[src/sv/chained_chunk_cache_directory_assert.svh]
// Assertion macros for the chained chunk cache directory.
// Expects clk and arst_n in the scope of the module that uses them.
`ifndef CHAINED_CHUNK_CACHE_DIRECTORY_ASSERT_SVH
`define CHAINED_CHUNK_CACHE_DIRECTORY_ASSERT_SVH

// Same-cycle implication, checked outside reset.
`define CCD_ASSERT(lbl, ante, cons, msg) \
	lbl: assert property (@(posedge clk) disable iff (!arst_n) (ante) |-> (cons)) \
		else $error(msg);

// Next-cycle implication, checked outside reset.
`define CCD_ASSERT_NEXT(lbl, ante, cons, msg) \
	lbl: assert property (@(posedge clk) disable iff (!arst_n) (ante) |=> (cons)) \
		else $error(msg);

`endif

[src/sv/ccd_pkg.sv]
// Shared types, codes and constants of the chained chunk cache directory.
// Used by ccd_front, ccd_back and the top level; depends on nothing.
package ccd_pkg;

	localparam int ENT_W       = 12;
	localparam int CHUNK_COUNT = 2 ** ENT_W;

	// Request kinds
	localparam logic [1:0] FN_WRITE  = 2'd0;
	localparam logic [1:0] FN_FINISH = 2'd1;
	localparam logic [1:0] FN_READ   = 2'd2;

	// Chunk kinds
	localparam logic [2:0] KD_PTR = 3'd0;
	localparam logic [2:0] KD_128 = 3'd1;
	localparam logic [2:0] KD_512 = 3'd2;
	localparam logic [2:0] KD_2K  = 3'd3;

	// Entry type codes, also used as open write modes
	localparam logic [2:0] TY_NONE   = 3'd0;
	localparam logic [2:0] TY_RANDOM = 3'd1;
	localparam logic [2:0] TY_SMALL  = 3'd2;
	localparam logic [2:0] TY_SINGLE = 3'd3;
	localparam logic [2:0] TY_BEGIN  = 3'd4;
	localparam logic [2:0] TY_MIDDLE = 3'd5;
	localparam logic [2:0] TY_END    = 3'd6;

	// Classified operations
	localparam logic [3:0] OP_NOP    = 4'd0;
	localparam logic [3:0] OP_WR_BAD = 4'd1;
	localparam logic [3:0] OP_WR_PTR = 4'd2;
	localparam logic [3:0] OP_WR_128 = 4'd3;
	localparam logic [3:0] OP_WR_512 = 4'd4;
	localparam logic [3:0] OP_WR_2K  = 4'd5;
	localparam logic [3:0] OP_FIN    = 4'd6;
	localparam logic [3:0] OP_RD_PTR = 4'd7;
	localparam logic [3:0] OP_RD_128 = 4'd8;
	localparam logic [3:0] OP_RD_512 = 4'd9;
	localparam logic [3:0] OP_RD_2K  = 4'd10;
	localparam logic [3:0] OP_RD_BAD = 4'd11;

	typedef struct packed {
		logic [1:0]  func;
		logic [2:0]  chunk_kind;
		logic [15:0] object_id;
		logic [11:0] size;
		logic [11:0] link_chunk;
		logic [11:0] chain_pos;
	} req_t;

	typedef struct packed {
		logic [22:0] address;
		logic [11:0] size_out;
		logic        ok;
	} rsp_t;

	// Classified command passed from the front to the back
	typedef struct packed {
		logic [3:0]       op;
		logic [15:0]      obj;
		logic [9:0]       size_sm;
		logic [11:0]      size_big;
		logic             size_nz;
		logic [ENT_W-1:0] chain;
		logic [11:0]      cidx;
	} cmd_t;

endpackage

[src/sv/ccd_front.sv]
// Front end: accepts request beats, classifies them and holds them in a
// two-entry queue for the back end. Depends on ccd_pkg.
module ccd_front import ccd_pkg::*; (
	input  logic clk,
	input  logic arst_n,
	input  logic req_valid,
	output logic req_stall,
	input  req_t req,
	output logic cmd_valid,
	output cmd_t cmd,
	input  logic pop
);

	cmd_t       fifo_q [2];
	logic       wr_q;
	logic       rd_q;
	logic [1:0] cnt_q;
	cmd_t       cls;
	logic       push;

	// Classify the request and clamp its size for both size classes.
	always_comb begin
		cls.obj      = req.object_id;
		cls.chain    = req.link_chunk;
		cls.cidx     = req.chain_pos;
		cls.size_nz  = (req.size != 12'd0);
		cls.size_sm  = (req.size > 12'd512) ? 10'd512 : req.size[9:0];
		cls.size_big = (req.size > 12'd2048) ? 12'd2048 : req.size;
		case (req.func)
			FN_WRITE: begin
				case (req.chunk_kind)
					KD_PTR:  cls.op = OP_WR_PTR;
					KD_128:  cls.op = OP_WR_128;
					KD_512:  cls.op = OP_WR_512;
					KD_2K:   cls.op = OP_WR_2K;
					default: cls.op = OP_WR_BAD;
				endcase
			end
			FN_FINISH: cls.op = OP_FIN;
			FN_READ: begin
				case (req.chunk_kind)
					KD_PTR:  cls.op = OP_RD_PTR;
					KD_128:  cls.op = OP_RD_128;
					KD_512:  cls.op = OP_RD_512;
					KD_2K:   cls.op = OP_RD_2K;
					default: cls.op = OP_RD_BAD;
				endcase
			end
			default: cls.op = OP_NOP;
		endcase
	end

	assign req_stall = (cnt_q == 2'd2);
	assign push      = req_valid && !req_stall;
	assign cmd_valid = (cnt_q != 2'd0);
	assign cmd       = fifo_q[rd_q];

	// Queue storage needs no reset.
	always_ff @(posedge clk) begin
		if (push) begin
			fifo_q[wr_q] <= cls;
		end
	end

	// Queue pointers and fill level.
	always_ff @(posedge clk or negedge arst_n) begin
		if (!arst_n) begin
			wr_q  <= 1'b0;
			rd_q  <= 1'b0;
			cnt_q <= 2'd0;
		end else begin
			if (push) begin
				wr_q <= ~wr_q;
			end
			if (pop) begin
				rd_q <= ~rd_q;
			end
			case ({push, pop})
				2'b10:   cnt_q <= cnt_q + 2'd1;
				2'b01:   cnt_q <= cnt_q - 2'd1;
				default: cnt_q <= cnt_q;
			endcase
		end
	end

endmodule

[config.mk]
export PLATFORM = sky130hd
export DESIGN_NAME = ccd_front
export DESIGN_NICKNAME = d
export VERILOG_FILES = /design/src/sv/chained_chunk_cache_directory_assert.svh /design/src/sv/ccd_pkg.sv /design/src/sv/ccd_front.sv
export SDC_FILE = /design/constraint.sdc
export NUM_CORES = 1
export LEC_CHECK = 0
export BUFFER_PORTS_ARGS = -buffer_cell sky130_fd_sc_hd__buf_2
export CAP_MARGIN = 20
export CORE_MARGIN = 5
export CORE_UTILIZATION = 34
export DETAILED_ROUTE_END_ITERATION = 10
export PLACE_DENSITY = 0.68
export SLEW_MARGIN = 20
export SYNTH_ARGS = -nofsm -noshare
export SYNTH_HDL_FRONTEND = slang
export SYNTH_SLANG_ARGS = --single-unit
[constraint.sdc]
create_clock -name clk -period 4.4 [get_ports clk]
set_clock_uncertainty 0.2 [all_clocks]
set_input_delay 0.44 -clock clk [delete_from_list [all_inputs] [get_ports clk]]
set_output_delay 0.44 -clock clk [all_outputs]
set_load 0.02 [all_outputs]
Word-level counts from Yosys, hierarchy flattened

Memories as Yosys holds them, arrays and structs flattened.
Cells that the tools add are included.

Multipliers: 0
Reductions and logical operators: 7
Bitwise operators: 2
Multiplexer cells: 8
Eq/ne operators: 8
Add/subtract/negate cells: 2
Magnitude comparators: 2
Div/mod/pow operators: 0
Shifts and indexed selects: 0

Operator list:

| kind                                                                   | number |
|---|---|
| 4-bit one-hot mux with 4 select lines                                  | 1 |
| 12-bit by 10-bit > comparator with 1-bit output, second input constant | 1 |
| 12-bit > comparator, second input constant                             | 1 |
| 12-bit two-way mux                                                     | 1 |
| 3-bit one-hot mux with 4 select lines                                  | 1 |
| 4-bit one-hot mux with 3 select lines                                  | 1 |
| 12-bit nonzero test                                                    | 1 |
| 10-bit two-way mux                                                     | 1 |
| 2-bit equality test, second input constant                             | 3 |
| 3-bit by 2-bit equality test with 1-bit output, second input constant  | 2 |
| 2-bit by 1-bit equality test with 1-bit output, second input constant  | 2 |
| 2-bit one-hot mux with 2 select lines                                  | 1 |
| 2-bit nonzero test                                                     | 2 |
| 3-bit by 1-bit equality test with 1-bit output, second input constant  | 1 |
| 3-bit logical NOT                                                      | 1 |
| 2-bit by 1-bit adder with 2-bit output, second input constant          | 1 |
| 2-bit logical NOT                                                      | 1 |
| 1-bit two-way mux                                                      | 2 |
| 1-bit NOT                                                              | 2 |
| 2-bit by 1-bit subtractor with 2-bit output, second input constant     | 1 |
| 1-bit logical AND                                                      | 1 |
| 1-bit logical NOT                                                      | 1 |

ROM bits: 0
Latch bits: 0
Input port bits: 61
Word-level logic and storage cells: 33
Output and inout bits: 69
Bits in registers: 4
Memories: 1
RAM bits: 134

Memories:

| memory | depth | bits a word | read ports | clocked after Yosys merged registers in | wr ports | RTL line        | RTL |
|---|---|---|---|---|---|---|---|
| fifo_q | 2     | 67          | 1          | 0                                       | 1        | ccd_front.sv:14 | `cmd_t fifo_q [2];` |

Longest topological paths before layout

Depth after elaboration: 5
Depth in mapped cells: 6
Mapped depth without buffers: 6

Least setup slack after synthesis

OpenSTA, ideal clock, no wires.

Path kind: register -> register
Start: reg cnt_q[0]
End: mem fifo_q[0][0] in the netlist's numbering (enable)
Path buffers: 0
Clock period less this slack: 4.121 ns
Stages on the path, launching flop included: 4
Setup slack: 0.279 ns
Library setup time: 0.492 ns
Arrival: 3.428 ns
Required time: 3.708 ns
Cells stage by stage: dfrtp_1 nand2b_1 nand2_1 nor2_1

Cells in the longest elaborated chain, start to end: 5

RTL lines:

| what                                    | RTL line        | RTL |
|---|---|---|
| start, declared                         | ccd_front.sv:17 | `logic [1:0] cnt_q;` |
| start signal, assigned                  | ccd_front.sv:79 | `2'b10: cnt_q <= cnt_q + 2'd1;` |
| start signal, assigned                  | ccd_front.sv:80 | `2'b01: cnt_q <= cnt_q - 2'd1;` |
| start signal, assigned                  | ccd_front.sv:81 | `default: cnt_q <= cnt_q;` |
| 2-bit equality test                     | ccd_front.sv:53 | `assign req_stall = (cnt_q == 2'd2);` |
| 1-bit logical NOT                       | ccd_front.sv:54 | `assign push = req_valid && !req_stall;` |
| 1-bit logical AND                       | ccd_front.sv:54 |  |
| 1-bit two-way mux                       | ccd_front.sv:60 | `if (push) begin` |
| 1-bit two-way mux (implied by the code) | ccd_front.sv:61 | `fifo_q[wr_q] <= cls;` |
| end, declared                           | ccd_front.sv:14 |  |

Every way passes these cells.

==> results.py <==
metrics = {
    "synthesis": {
        "yosysWarnings": 0,
        "yosys.area.top_type": "edfxtp_1",
        "yosysSeqAreaShare_pct": 76.9,
        "netlist_instances": 268,
        "avgSynthCellArea_um2": 20.0,
        "synth-seq-cells": 138,
        "syn_area_um2": 5360,
        "yosys.area.top_type_share_pct": 75.1,
        "yosys-top-cells-area": "edfxtp_1, mux2_2, mux2_4, dfrtp_1, nor2b_1",
        "ys_types": 27,
        "synthesis.nets": 330,
    },
    "setup_path": {
        "cp_max_fo": 68,
        "worst-setup-path-type": "reg -> out",
        "cpMaxStageDelayCell": "dfrtp_4",
        "cp.buffers_inverters": 1,
        "end_kind": "output port",
        "cp_data_required_time_ps": 3760,
        "reg2reg_slack_ps": 2230,
        "crit_family": "flip-flops",
        "cp-start-kind": "flip-flop",
        "crit_arrival_ps": 2130,
        "crit_path_cell_trace": "mux2_2 > buf_2",
        "slowest_delay_ps": 1110,
    },
    "final_layout": {
        "syn2layout_area_growth_pct": 31.2,
        "nets": 499,
        "diodes": 0,
        "stdcell_area_um2": 7030,
        "layout-drive-gt1-share_pct": 50.0,
        "fillers": 1425,
    },
    "floorplanning": {
        "initial_core_util_pct": 34.2,
        "num_io_pins": 130,
        "die_width_um": 136,
        "rows": 46,
        "core_area_um2": 15700,
        "dieArea_um2": 18400,
        "die_h_um": 136,
    },
    "clocking": {
        "cts.sinks": 138,
        "cts-htree-levels": 4,
        "root_buffer": "clkbuf_16",
        "clockBufferDepth": 2,
        "clk_pin_slew_worst_paths_ps": 50,
        "numCtsBuffers": 17,
        "cts_setup_buffers": 0,
        "cts-resized-gates": 0,
        "tritoncts": "built",
        "clkLatencyLatePin_ps": 410,
    },
    "timing": {
        "maxSlewViolCount": 0,
        "finalSetupViolations": 0,
        "worst_slew_pin_slew_ps": 1040,
        "period_share_pct": 63.0,
        "slew_headroom_pct": 30.9,
        "rsz0062_at_grt": "no",
        "hold_viol": 0,
        "finalSetupTns_ps": 0,
        "max_freq_mhz": 361,
        "finalCriticalPeriod_ps": 2770,
    },
    "grt": {
        "grt_use_total_pct": 11.6,
        "grt_max_degree": 69,
        "first_global_vias": 3237,
        "overflow": 0,
        "grt_pass1_wl_um": 16000,
        "antenna_found_initial": 0,
    },
    "route": {
        "first_pass_iters": 4,
        "dr.first_iter.drc_count": 104,
        "vias_per_cell": 4.35,
        "ant_nets": 0,
        "drt-total-wl_um": 10100,
        "remaining_drc_errors": 0,
        "drt-wirelength-per-cell_um": 15.2,
        "vias": 2900,
    },
    "placed_design": {
        "gp_congestion": 0.722,
        "placedInstanceArea_um2": 6220,
        "port_buffers": 129,
        "dp.final_hpwl_um": 6250,
    },
    "status": {
        "status": "complete, no violations",
    },
    "flow_run": {
        "drv_cap": 0,
    },
    "power": {
        "p_per_area_nw_per_um2": 661,
        "p_leak_nw": 2.67,
        "ir_drop_v": 0.000581,
    },
    "hold_path": {
        "hp-class": "in -> reg",
    },
}
-- path summary, 6_finish.rpt --
| check | end | cells after the start | start |
|---|---|---|---|
| max reg2reg | fifo_q[0][54]$_DFFE_PP_ | 4 | cnt_q[0]$_DFFE_PN0P_ |
| max | cmd[24] | 2 | rd_q$_DFFE_PN0P_ |
| min in group asynchronous | cnt_q[0]$_DFFE_PN0P_ | 2 | arst_n |
| min | fifo_q[0][21]$_DFFE_PP_ | 1 | req[21] |
| max in group asynchronous | rd_q$_DFFE_PN0P_ | 2 | arst_n |
| min reg2reg | cnt_q[1]$_DFFE_PN0P_ | 1 | cnt_q[1]$_DFFE_PN0P_ |
-- metrics by stage --
step / hold WS (ps) / instances / utilization [%] / setup slack (ps) / power [mW]
after detailed placement: 52.4 / 604 / 39.8 / 2010 / 3.47
after CTS: 0.577 / 659 / 44.5 / 1540 / 4.74
final: 26.5 / 666 / 44.9 / 1630 / 4.65
after global placement: 47.3 / 604 / 39.8 / 2020 / 3.44
after global routing: 0.846 / 666 / 44.9 / 1480 / 4.91
after floorplan: -55.6 / 268 / - / 279 / 3.04
-- worst reg2reg max path, delay by kind of cell (launching register included) --
| kind | cells | cell delay, ps |
|---|---|---|
| flops | 1 | 390 |
| simple gates | 3 | 420 |
| buf+inv | 1 | 740 |
-- per-layer routing --
layer / track usage [%] / wire [um] / part of all wire, % / up-vias
met1: 13.2 / 4150 / 41 / 1434
met5: 0 / 0 / 0 / -
met3: 5.27 / 652 / 6.4 / 8
li1: - / - / - / 1370
met4: 4.03 / 104 / 1.0 / 0
met2: 19.3 / 5220 / 52 / 88
-- where the power goes --
group / total, mW / internal [mW] / switching [mW]
clock network: 1.23 / 0.747 / 0.484
logic: 1.40 / 0.622 / 0.774
registers: 2.02 / 1.81 / 0.211
-- synthesized netlist by cell type (all sizes together) --
| library cell | number |
|---|---|
| nand2 | 1 |
| nor2 | 4 |
| dfrtp | 4 |
| nor3 | 2 |
| xnor2 | 4 |
| buf | 8 |
| mux2 | 67 |
| nand2b | 2 |
| a21o | 1 |
| or2 | 1 |
| clkbuf | 3 |
| and3 | 1 |
| a21oi | 3 |
| nand4 | 1 |
| edfxtp | 134 |
| nor4 | 1 |
| inv | 3 |
| a2111oi | 1 |
| o22ai | 1 |
| ha | 1 |
| and2 | 10 |
| nor2b | 12 |
| xor2 | 2 |
| or3 | 1 |
-- what timing repair did --
| item | 4_1_cts | 5_1_grt |
|---|---|---|
| hold buffers | 23 | 7 |
| hold endpoints to repair | 45 | 12 |
| setup endpoints to repair | 0 | 0 |
-- cell usage in the layout, fill, tap and decap left out, drive strengths merged --
master | netlist | layout
o22ai | 1 | 1
nor2 | 4 | 4
clkbuf | 3 | 28
and2 | 10 | 10
nand2b | 2 | 2
xor2 | 2 | 2
dlygate4sd3 | 0 | 30
nor3 | 2 | 2
or3 | 1 | 1
nor4 | 1 | 1
nand2 | 1 | 1
a2111oi | 1 | 1
dfrtp | 4 | 4
and3 | 1 | 1
a21oi | 3 | 3
nor2b | 12 | 12
clkinv | 0 | 3
or2 | 1 | 1
mux2 | 67 | 67
a21o | 1 | 1
nand4 | 1 | 1
ha | 1 | 1
xnor2 | 4 | 4
clkinvlp | 0 | 1
inv | 3 | 3
buf | 8 | 131
edfxtp | 134 | 134
-- registers in the layout, indices dropped and copies added, names as in the netlist --
signal,count
fifo_q,134
cnt_q,2
rd_q,1
wr_q,1
-- layout make-up --
cell class,instances,area [um^2],area share (%)
Clock inverter,4,22.5,0.320
Inverter,3,11.3,0.160
Clock buffer,28,487,6.92
Tap cell,216,270,3.84
Timing Repair Buffer,161,961,13.7
Multi-Input combinational cell,116,1150,16.4
Sequential cell,138,4130,58.7
-- kinds of logic after synthesis --
kind of cell               after synthesis  synth area share [%]
DFF                                    138                  76.9
muxes                                   67                  15.5
and+or+nand+nor                         36                  3.92
buffers and inverters                   14                  1.77
AOI/OAI and AO/OA                        6                 0.700
xor gates and xnor gates                 6                 0.980
adders and majority gates                1                 0.233
Power figures use the tool's default switching activity.
